**src/rtl/mphash_pkg.sv**
```systemverilog
// ----------------------------------------------------------------------------
// mphash_pkg
// Shared types, constants and the character map of the polynomial string hash.
// ----------------------------------------------------------------------------
package mphash_pkg;

  localparam int unsigned DATA_W   = 32;               // modulus / hash width
  localparam int unsigned MULT_W   = 16;               // final multiplier width
  localparam int unsigned CODE_W   = 6;                // character code width
  localparam int unsigned ACC_W    = 38;               // v*53 + code
  localparam int unsigned DIV_W    = DATA_W + MULT_W;  // widest dividend
  localparam int unsigned CNT_W    = 6;                // holds DIV_W
  localparam int unsigned CFG_IDX_W = 8;

  localparam logic [CODE_W-1:0] HASH_RADIX = CODE_W'(1 + 2 * 26);
  localparam logic [DATA_W-1:0] MODULUS_RESET    = DATA_W'(31);
  localparam logic [MULT_W-1:0] MULTIPLIER_RESET = MULT_W'(13);

  localparam logic [7:0] CH_SPACE = 8'h20;
  localparam logic [7:0] CH_LO_A  = 8'h61;
  localparam logic [7:0] CH_LO_Z  = 8'h7A;
  localparam logic [7:0] CH_UP_A  = 8'h41;
  localparam logic [7:0] CH_UP_Z  = 8'h5A;

  localparam logic [CFG_IDX_W-1:0] CFG_MODULUS    = CFG_IDX_W'(0);
  localparam logic [CFG_IDX_W-1:0] CFG_MULTIPLIER = CFG_IDX_W'(1);

  localparam logic [CNT_W-1:0] STEP_BITS  = CNT_W'(ACC_W);
  localparam logic [CNT_W-1:0] FINAL_BITS = CNT_W'(DIV_W);

  typedef enum logic [1:0] {
    ST_IDLE,
    ST_RED_STEP,
    ST_MUL,
    ST_RED_FIN
  } state_t;

  // request to the remainder unit
  typedef struct packed {
    logic             start;
    logic [CNT_W-1:0] bits;   // dividend bits to consume, MSB aligned
  } rem_req_t;

  typedef struct packed {
    logic busy;
  } rem_stat_t;

  typedef struct packed {
    logic              bad;
    logic [CODE_W-1:0] code;
  } char_map_t;

  // space -> 0, a..z -> 1..26, A..Z -> 27..52, anything else flagged as code 0
  function automatic char_map_t map_char(input logic [7:0] ch);
    char_map_t m;
    m.bad  = 1'b0;
    m.code = '0;
    if (ch == CH_SPACE) begin
      m.code = '0;
    end else if (ch inside {[CH_LO_A:CH_LO_Z]}) begin
      m.code = CODE_W'(ch - CH_LO_A) + CODE_W'(1);
    end else if (ch inside {[CH_UP_A:CH_UP_Z]}) begin
      m.code = CODE_W'(ch - CH_UP_A) + CODE_W'(27);
    end else begin
      m.bad = 1'b1;
    end
    return m;
  endfunction

endpackage

```
**src/rtl/modular_polynomial_string_hash.sv**
```systemverilog
// ----------------------------------------------------------------------------
// modular_polynomial_string_hash
// Horner string hash v = (v*53 + code) mod M, result (W*v) mod M on last char.
// ----------------------------------------------------------------------------
//  channel  | direction | handshake          | payload
//  ---------+-----------+--------------------+-------------------------------
//  in_      | input     | in_valid/in_stall  | char_code[7:0], last_char
//  out_     | output    | out_valid/out_stall| hash_value[31:0], bad_character
//  cfg_     | input     | cfg_valid/cfg_ready| cfg_index[7:0], cfg_data[31:0]
//
//  A character is loaded, reduced by the bit-serial remainder unit over 38
//  dividend bits and written back. A last character then adds the final W*v
//  reduction (48 dividend bits).
//  Reset (rst_n low, synchronous) sets M=31, W=13 and clears the running value.
//  A pending result in the output register does not block new characters; a
//  last character waits before its writeback until the register is free.
//  Config writes are taken only while idle.
// ----------------------------------------------------------------------------
module modular_polynomial_string_hash (
  input  logic        clk,
  input  logic        rst_n,
  input  logic        in_valid,
  output logic        in_stall,
  input  logic [7:0]  in_char_code,
  input  logic        in_last_char,
  output logic        out_valid,
  input  logic        out_stall,
  output logic [31:0] out_hash_value,
  output logic        out_bad_character,
  input  logic        cfg_valid,
  output logic        cfg_ready,
  input  logic [mphash_pkg::CFG_IDX_W-1:0] cfg_index,
  input  logic [31:0] cfg_data
);
  import mphash_pkg::*;

  state_t            state_r, state_nxt;
  logic [DATA_W-1:0] modulus_r, modulus_nxt;
  logic [MULT_W-1:0] mult_r, mult_nxt;
  logic [DATA_W-1:0] v_r, v_nxt;
  logic              err_r, err_nxt;
  logic              last_r, last_nxt;
  logic              out_valid_r, out_valid_nxt;
  logic [DATA_W-1:0] out_hash_r, out_hash_nxt;
  logic              out_bad_r, out_bad_nxt;

  rem_req_t          rem_req;
  rem_stat_t         rem_stat;
  logic [DIV_W-1:0]  rem_dividend;
  logic [DATA_W-1:0] rem_result;

  char_map_t         cmap;
  logic [ACC_W-1:0]  acc;
  logic              in_acc;
  logic              out_free;

  assign cmap     = map_char(in_char_code);
  assign acc      = {6'b0, v_r} * ACC_W'(HASH_RADIX) + ACC_W'(cmap.code);
  assign in_acc   = in_valid && !in_stall;
  assign out_free = !out_valid_r || !out_stall;

  mphash_rem u_rem (
    .clk       (clk),
    .rst_n     (rst_n),
    .req       (rem_req),
    .dividend  (rem_dividend),
    .modulus   (modulus_r),
    .stat      (rem_stat),
    .remainder (rem_result)
  );

  always_comb begin
    state_nxt     = state_r;
    modulus_nxt   = modulus_r;
    mult_nxt      = mult_r;
    v_nxt         = v_r;
    err_nxt       = err_r;
    last_nxt      = last_r;
    out_hash_nxt  = out_hash_r;
    out_bad_nxt   = out_bad_r;
    out_valid_nxt = out_valid_r && out_stall;
    rem_req.start = 1'b0;
    rem_req.bits  = STEP_BITS;
    rem_dividend  = {acc, {(DIV_W-ACC_W){1'b0}}};
    in_stall      = 1'b1;
    cfg_ready     = 1'b0;

    case (state_r)
      ST_IDLE: begin
        in_stall  = 1'b0;
        cfg_ready = 1'b1;
        if (cfg_valid) begin
          if (cfg_index == CFG_MODULUS) begin
            modulus_nxt = cfg_data;
          end else if (cfg_index == CFG_MULTIPLIER) begin
            mult_nxt = cfg_data[MULT_W-1:0];
          end
        end
        if (in_valid) begin
          rem_req.start = 1'b1;
          err_nxt       = err_r | cmap.bad;
          last_nxt      = in_last_char;
          state_nxt     = ST_RED_STEP;
        end
      end
      ST_RED_STEP: begin
        if (!rem_stat.busy) begin
          v_nxt     = rem_result;
          state_nxt = last_r ? ST_MUL : ST_IDLE;
        end
      end
      ST_MUL: begin
        rem_req.start = 1'b1;
        rem_req.bits  = FINAL_BITS;
        rem_dividend  = {{DATA_W{1'b0}}, mult_r} * {{MULT_W{1'b0}}, v_r};
        state_nxt     = ST_RED_FIN;
      end
      ST_RED_FIN: begin
        if (!rem_stat.busy && out_free) begin
          out_valid_nxt = 1'b1;
          out_hash_nxt  = rem_result;
          out_bad_nxt   = err_r;
          v_nxt         = '0;
          err_nxt       = 1'b0;
          state_nxt     = ST_IDLE;
        end
      end
      default: begin
        state_nxt = ST_IDLE;
      end
    endcase
  end

  always_ff @(posedge clk) begin
    if (!rst_n) begin
      state_r     <= ST_IDLE;
      modulus_r   <= MODULUS_RESET;
      mult_r      <= MULTIPLIER_RESET;
      v_r         <= '0;
      err_r       <= 1'b0;
      last_r      <= 1'b0;
      out_valid_r <= 1'b0;
    end else begin
      state_r     <= state_nxt;
      modulus_r   <= modulus_nxt;
      mult_r      <= mult_nxt;
      v_r         <= v_nxt;
      err_r       <= err_nxt;
      last_r      <= last_nxt;
      out_valid_r <= out_valid_nxt;
    end
  end

  always_ff @(posedge clk) begin
    out_hash_r <= out_hash_nxt;
    out_bad_r  <= out_bad_nxt;
  end

  assign out_valid         = out_valid_r;
  assign out_hash_value    = out_hash_r;
  assign out_bad_character = out_bad_r;

  // the remainder unit is never restarted while still running
  a_idle_rem_free: assert property (@(posedge clk) disable iff (!rst_n)
    !in_stall |-> !rem_stat.busy)
    else $error("input taken while remainder unit busy");

  // a result appears only out of the final reduction
  a_out_from_fin: assert property (@(posedge clk) disable iff (!rst_n)
    $rose(out_valid) |-> $past(state_r == ST_RED_FIN))
    else $error("result without final reduction");

  // an accepted character always starts a step reduction
  a_accept_starts: assert property (@(posedge clk) disable iff (!rst_n)
    in_acc |=> (state_r == ST_RED_STEP) && rem_stat.busy)
    else $error("accepted character did not start reduction");

  // the running value is cleared when a result is written
  a_clear_after_out: assert property (@(posedge clk) disable iff (!rst_n)
    (state_r == ST_RED_FIN) && (state_nxt == ST_IDLE) |=> (v_r == '0) && !err_r)
    else $error("running value not cleared after result");

endmodule

```
**src/rtl/mphash_rem.sv**
```systemverilog
// ----------------------------------------------------------------------------
// mphash_rem
// Bit-serial restoring remainder: one dividend bit per cycle against M.
// ----------------------------------------------------------------------------
module mphash_rem (
  input  logic                       clk,
  input  logic                       rst_n,
  input  mphash_pkg::rem_req_t       req,
  input  logic [mphash_pkg::DIV_W-1:0]  dividend,
  input  logic [mphash_pkg::DATA_W-1:0] modulus,
  output mphash_pkg::rem_stat_t      stat,
  output logic [mphash_pkg::DATA_W-1:0] remainder
);
  import mphash_pkg::*;

  logic [DIV_W-1:0]  x_r, x_nxt;
  logic [DATA_W-1:0] r_r, r_nxt;
  logic [CNT_W-1:0]  cnt_r, cnt_nxt;
  logic              busy_r, busy_nxt;
  logic [DATA_W:0]   sh;
  logic              sub;

  // modulus of zero never subtracts, leaving the low 32 bits
  assign sh  = {r_r, x_r[DIV_W-1]};
  assign sub = (modulus != '0) && (sh >= {1'b0, modulus});

  always_comb begin
    x_nxt    = x_r;
    r_nxt    = r_r;
    cnt_nxt  = cnt_r;
    busy_nxt = busy_r;
    if (req.start) begin
      x_nxt    = dividend;
      r_nxt    = '0;
      cnt_nxt  = req.bits;
      busy_nxt = 1'b1;
    end else if (busy_r) begin
      x_nxt   = {x_r[DIV_W-2:0], 1'b0};
      r_nxt   = sub ? DATA_W'(sh - {1'b0, modulus}) : sh[DATA_W-1:0];
      cnt_nxt = cnt_r - CNT_W'(1);
      if (cnt_r == CNT_W'(1)) begin
        busy_nxt = 1'b0;
      end
    end
  end

  always_ff @(posedge clk) begin
    if (!rst_n) begin
      busy_r <= 1'b0;
      cnt_r  <= '0;
    end else begin
      busy_r <= busy_nxt;
      cnt_r  <= cnt_nxt;
    end
  end

  always_ff @(posedge clk) begin
    x_r <= x_nxt;
    r_r <= r_nxt;
  end

  assign stat.busy = busy_r;
  assign remainder = r_r;

endmodule

```
**config.mk**
```make
export PLATFORM = sky130hd
export DESIGN_NAME = modular_polynomial_string_hash
export DESIGN_NICKNAME = d
export VERILOG_FILES = /design/src/rtl/mphash_pkg.sv /design/src/rtl/modular_polynomial_string_hash.sv /design/src/rtl/mphash_rem.sv
export SDC_FILE = /design/constraint.sdc
export NUM_CORES = 2
export LEC_CHECK = 0
export BUFFER_PORTS_ARGS = -buffer_cell sky130_fd_sc_hd__buf_2
export CAP_MARGIN = 25
export CORE_UTILIZATION = 48
export CTS_CLUSTER_DIAMETER = 60
export DETAILED_ROUTE_END_ITERATION = 8
export PLACE_DENSITY = 0.74
export SYNTH_ARGS = -nofsm -noshare
export SYNTH_HDL_FRONTEND = slang
export SYNTH_HIERARCHICAL = 1
export SYNTH_SLANG_ARGS = --single-unit
```
**constraint.sdc**
```tcl
create_clock -name clk -period 17.1 [get_ports clk]
set_input_delay 5.13 -clock clk [delete_from_list [all_inputs] [get_ports clk]]
set_output_delay 5.13 -clock clk [all_outputs]
set_load 0.01 [all_outputs]
```
==> Yosys cells after proc, flatten, opt, wreduce, memory -nomap -nowiden <==
Index checks and enable logic that the tools add are counted.
{ "word_totals": {"ff_bits": 205, "input_bits": 54, "output_inout_bits": 36, "wordCells": 93} }
{ "classes": {"addsub": 7, "mul": 2, "n_lt_le_gt_ge": 5, "n_eq_ne": 9, "muxes": 33, "bitwise_logic": 2, "n_reduce_logical": 22} }
{ "op_table": {"columns": ["cell", "n"], "rows": [
  ["$mux W48", 3],
  ["$mux W32", 3],
  ["$pmux W32 S2", 1],
  ["$mul A16 B32 Y48", 1],
  ["$add A38 B6 Y38", 1],
  ["$mul A32 B6 Y38 const B", 1],
  ["$ge A33 B32 Y1", 1],
  ["$reduce_bool A32 Y1", 1],
  ["$sub A32 B32 Y32", 1],
  ["$mux W6", 5],
  ["$ge A8 B7 Y1 const B", 2],
  ["$le A8 B7 Y1 const B", 2],
  ["$mux W1", 13],
  ["$reduce_and A3 Y1", 4],
  ["$sub A6 B1 Y6 const B", 2],
  ["$eq A8 B1 Y1 const B", 1],
  ["$eq A8 B6 Y1 const B", 1],
  ["$logic_not A8 Y1", 1],
  ["$mux W2", 4],
  ["$pmux W2 S4", 1],
  ["$add A6 B1 Y6 const B", 1],
  ["$add A6 B5 Y6 const B", 1],
  ["$eq A6 B1 Y1 const B", 1],
  ["$ne A2 B2 Y1 const B", 3],
  ["14 further kinds", 25]
]} }

==> Logic depth before layout (Yosys ltp) <==
{ "logic_depth": {"depth_word": 8, "depth_mapped": 27, "depth_no_buf": 25} }

==> By module <==
The synthesis kept the hierarchy.
{ "modules_own_cells": {"columns": ["module", "n_inst", "cells_each", "area_per_inst_um2", "seq_area_each_um2"], "rows": [
  ["modular_polynomial_string_hash", 1, 2919, 25735.9, 2692.6],
  ["mphash_rem", 1, 603, 5731.7, 2222.1]
]} }

==> Worst setup path before layout <==
OpenSTA, ideal clock, no wires.
{ "synth_path": {"path_type": "input to register", "from": "in in_char_code[2]", "to": "reg u_rem.x_r[40] (data pin)", "setup_ps": 260, "arrival_time_ps": 9329, "t_required_ps": 16840, "path_slack_ps": 7511, "stages": 19, "n_path_buf": 0, "path_cell_list": "or2_2 nor4_1 or3b_2 a311oi_1 o41ai_1 fa_1 inv_1 ha_1 a21oi_1 o21ai_1 a211o_1 a21oi_1 o21ai_1 a221o_1 a31oi_1 o21bai_1 xnor2_1 mux2i_1 mux2_2"} }
{ "synth_between": {"elab_chain_len": 8, "elab_cells_between_ends": 17, "classes_between": "add/sub (5); order compare (4); eq/ne (1); mux (5); reduce/logical (2)"} }
{ "synth_lines": {"columns": ["element", "line", "source"], "rows": [
  ["from (decl)", "modular_polynomial_string_hash.sv:24", "input logic [7:0] in_char_code,"],
  ["$sub A6 B1 Y6 (tied with other cells)", "mphash_pkg.sv:63", "m.code = CODE_W'(ch - CH_UP_A) + CODE_W'(27);"],
  ["$add A6 B5 Y6 or $logic_and A1 B1 Y1 (tied branches)", "mphash_pkg.sv:63, mphash_pkg.sv:62", null],
  ["$mux W6", "mphash_pkg.sv:62", "end else if (ch inside {[CH_UP_A:CH_UP_Z]}) begin"],
  ["$mux W6", "mphash_pkg.sv:60", "end else if (ch inside {[CH_LO_A:CH_LO_Z]}) begin"],
  ["$mux W6 *", "mphash_pkg.sv:58", "if (ch == CH_SPACE) begin"],
  ["$add A38 B6 Y38 *", "modular_polynomial_string_hash.sv:58", "assign acc = {6'b0, v_r} * ACC_W'(HASH_RADIX) + ACC_W'(cmap.code);"],
  ["$mux W48 *", "modular_polynomial_string_hash.sv:88", "case (state_r)"],
  ["named net rem_dividend[40]", "modular_polynomial_string_hash.sv:49", "logic [DIV_W-1:0] rem_dividend;"],
  ["$mux W48 *", "mphash_rem.sv:32", "if (req.start) begin"],
  ["named net u_rem.x_nxt[40]", "mphash_rem.sv:16", "logic [DIV_W-1:0] x_r, x_nxt;"],
  ["to (signal assigned)", "mphash_rem.sv:58", "x_r <= x_nxt;"],
  ["to (decl)", "mphash_rem.sv:16", null]
]} }
Mark *: on every way through the listed nets, which the timed path passes. The rest lies on a longest branch.
A chain may end at the register's enable or synchronous reset.

==> Worst setup path after layout <==
{ "layout_path": {"from": "in in_char_code[1]", "to": "reg u_rem.x_r[44] (data pin)"} }
The elaborated chain is that of the path after synthesis.

==> key figures <==
Clocking
  – CTS tree: built
  – Clk_lat worst skew: 0.56 ns
  – Setup Buffers After CTS: 0
  – H-tree Lvls: 1
  – Clock Tree Buf Depth: 3
  – Cts bufs inserted: 23
  – Root Driver: clkbuf_16
  – Number of clock sinks: 205
  – # resized after CTS: 0
  – Clock transition at the registers of the reported paths: 0.06 ns
  – # hold bufs at CTS: 0

Critical path
  – Worst R2R End: u_rem/x_r[41]
  – Required time of the critical path: 17.41 ns
  – Crit Path Max Fanout: 7
  – Reg2Reg Depth: 23
  – Worst setup EP type: flop
  – WP data arrival: 10.29 ns
  – Critical path type: primary input to flop
  – Worst flop-to-flop path startpoint: v_r[5]
  – Launch point of the worst path: in_char_code[1]
  – Critical Path Source Type: primary input
  – Flop2flop setup slack: 9.38 ns

Timing
  – Minimum clock period after layout: 9.98 ns
  – # setup viols final: 0
  – Max-slew violations: 0
  – Unrepaired setup endpoints after global routing: no
  – Worst slew pin tran: 0.991 ns
  – Setup Skew: 0.0158 ns
  – Final setup margin: 7.12 ns
  – Final period utilization: 0.583
  – Fmax: 100 MHz
  – Total negative slack: 0 ns
  – Slew headroom: 0.339
  – Hold WS: 0.447 ns
  – Final hold vios: 0

Routing
  – Initial detailed-routing violation count: 1,656
  – DRC errors left: 0
  – Routed WL: 78.5 mm
  – Vias per inst: 5.51
  – Via count: 24,300
  – WL per Instance: 17.8 µm
  – Final ANT Viol Nets: 0
  – First-pass iteration count of the detailed router: 6

Die
  – Core ar.: 0.0646 mm²
  – I/O Pins: 90
  – Cell Rows: 93
  – Die width: 258 µm
  – Initial Util: 0.487
  – DIE HEIGHT: 258 µm
  – Die area: 0.0666 mm²

Yosys
  – Synth top area share: 0.304
  – Post-synth top cells: inv_1 (674), nand2_1 (496), fa_1 (478)
  – FF+latch count, synth: 205
  – Post-synth EDFFs: 81
  – Synthesized area: 0.0315 mm²
  – Post-synth cell types: 97
  – Post-synthesis cell count: 3,522
  – Cell taking the most area after synthesis: fa_1
  – Top cells by area, synth: fa_1 (30%), ha_1 (12%), inv_1 (8.0%)
  – Count leader, synth: inv_1
  – Top_reg_cell synth: dfxtp_1
  – Synth warn: 6
  – Post-synth ARST share: 0
  – Sequential fraction of the synthesis area: 0.156
  – Syn Area/Cell: 8.93 µm²

Pwr
  – Design Power: 2.33 mW
  – Peak supply drop: 107 µV
  – Power Dens Cells: 69.2 mW/mm²
  – Leakage: 16.3 nW

Global route
  – Largest net degree at the start of global routing: 61
  – Vias in the first global route: 25,100
  – GRT Residual Overflow: 0
  – Initial antenna violation count: 5
  – First-pass GRT wire length: 131 mm
  – Global Route Usage Sum: 0.243

Place
  – DP Worst Slack: 6.63 ns
  – DP Cell Count: 4,363
  – Final GP Congestion: 0.937
  – IO buf count: 89
  – HPWL Detailed: 59.7 mm
  – Area after DPL: 0.0328 mm²

Layout
  – Layout Cells excl Fill: 4,409
  – Final Util: 0.522
  – Share of post-route cells with drive strength above 1: 0.0788
  – Area Overhead vs Synth: 7.05%
  – Layout Nets: 4,367
  – Design Area, Final: 0.0337 mm²

Run status
  – Status: complete, no violations

Hold path
  – Hold EP: out_bad_character
  – Worst hold path class: flop to flop
  – Hold path depth: 0
  – Hold Path Origin: err_r

Job
  – # Max-Cap Violations: 0
cells in the final DEF (no fill, tap or decap), types with 54 or more instances in the layout:
| cell type | instances |
|---|---|
| nand2_1 | 496 |
| dfxtp_1 | 124 |
| fa_1 | 478 |
| a21oi_1 | 143 |
| edfxtp_1 | 81 |
| o21ai_0 | 58 |
| inv_1 | 673 |
| xnor2_1 | 64 |
| ha_1 | 298 |
| nor2_1 | 102 |
| buf_2 | 89 |
| and2_1 | 225 |
| buf_4 | 54 |
logic make-up after synthesis:
kind of cell | after synthesis | synth area share
adders and majority gates | 776 | 0.423
other | 2 | 0.000239
DFF | 205 | 0.156
AOI/OAI and AO/OA | 517 | 0.113
muxes | 76 | 0.0260
xor gates and xnor gates | 106 | 0.0295
and+or+nand+nor | 1003 | 0.152
buffers and inverters | 837 | 0.101
report_power, final:
group	total (mW)	leakage (nW)	internal (mW)	switching [mW]
clock	0.529	0.380	0.297	0.231
sequential	0.665	1.80	0.586	0.0788
combinational	1.14	14.1	0.453	0.686
total	2.33	16.3	1.34	0.996
critical path, stage by stage:
cell and delay, ns:
buf_2 0.15, or2_2 0.15, nor4_1 0.05, or3b_2 0.48
a311oi_1 0.50, o41ai_1 0.21, fa_1 0.51, inv_1 0.04
ha_1 0.37, a21oi_1 0.21, o21ai_1 0.14, a211o_1 0.30
a21oi_1 0.34, o21ai_1 0.22, a221o_1 0.41, a31oi_1 0.42
o21ai_1 0.15, xnor2_1 0.16, mux2i_1 0.08, mux2_2 0.27
area by class of cell:
type / instances / area (µm²)
Sequential cell: 205 / 4910
Clock inverter: 18 / 206
Inverter: 678 / 2540
Tap cell: 855 / 1070
Multi-Input combinational cell: 2481 / 23400
Antenna cell: 1 / 2.50
Fill cell: 5890 / 30900
Clock buffer: 23 / 576
Timing Repair Buffer: 148 / 956
routing by layer:
layer | routed length, µm | up-vias | part of all wire | global-route usage
met5 | 27 | - | 0.00034 | 0
met4 | 2410 | 4 | 0.031 | 0.0781
met3 | 5000 | 152 | 0.064 | 0.0292
met2 | 37400 | 767 | 0.48 | 0.406
met1 | 33700 | 12200 | 0.43 | 0.329
li1 | - | 11200 | - | -
sequential cells by signal, summed over array words and instances (netlist names), named ones only:
register	flops
u_rem/stat	1
out_hash_value	32
err_r	1
last_r	1
v_r	32
out_valid	1
u_rem/remainder	32
out_bad_character	1
mult_r	16
modulus_r	32
u_rem/cnt_r	6
u_rem/x_r	48
state_r	1
how the worst max path moves through the flow:
stage,endpoint,slack [ns],cells after the start
3_5_place_dp,u_rem/x_r[44],6.63,20
6_report,u_rem/x_r[44],7.12,20
4_1_cts,u_rem/x_r[44],7.20,20
3_3_place_gp,u_rem/x_r[44],6.56,20
2_1_floorplan,u_rem/x_r[40],7.51,19
5_1_grt,u_rem/x_r[44],6.76,20
Note: power is estimated with default switching activity, not from simulation.
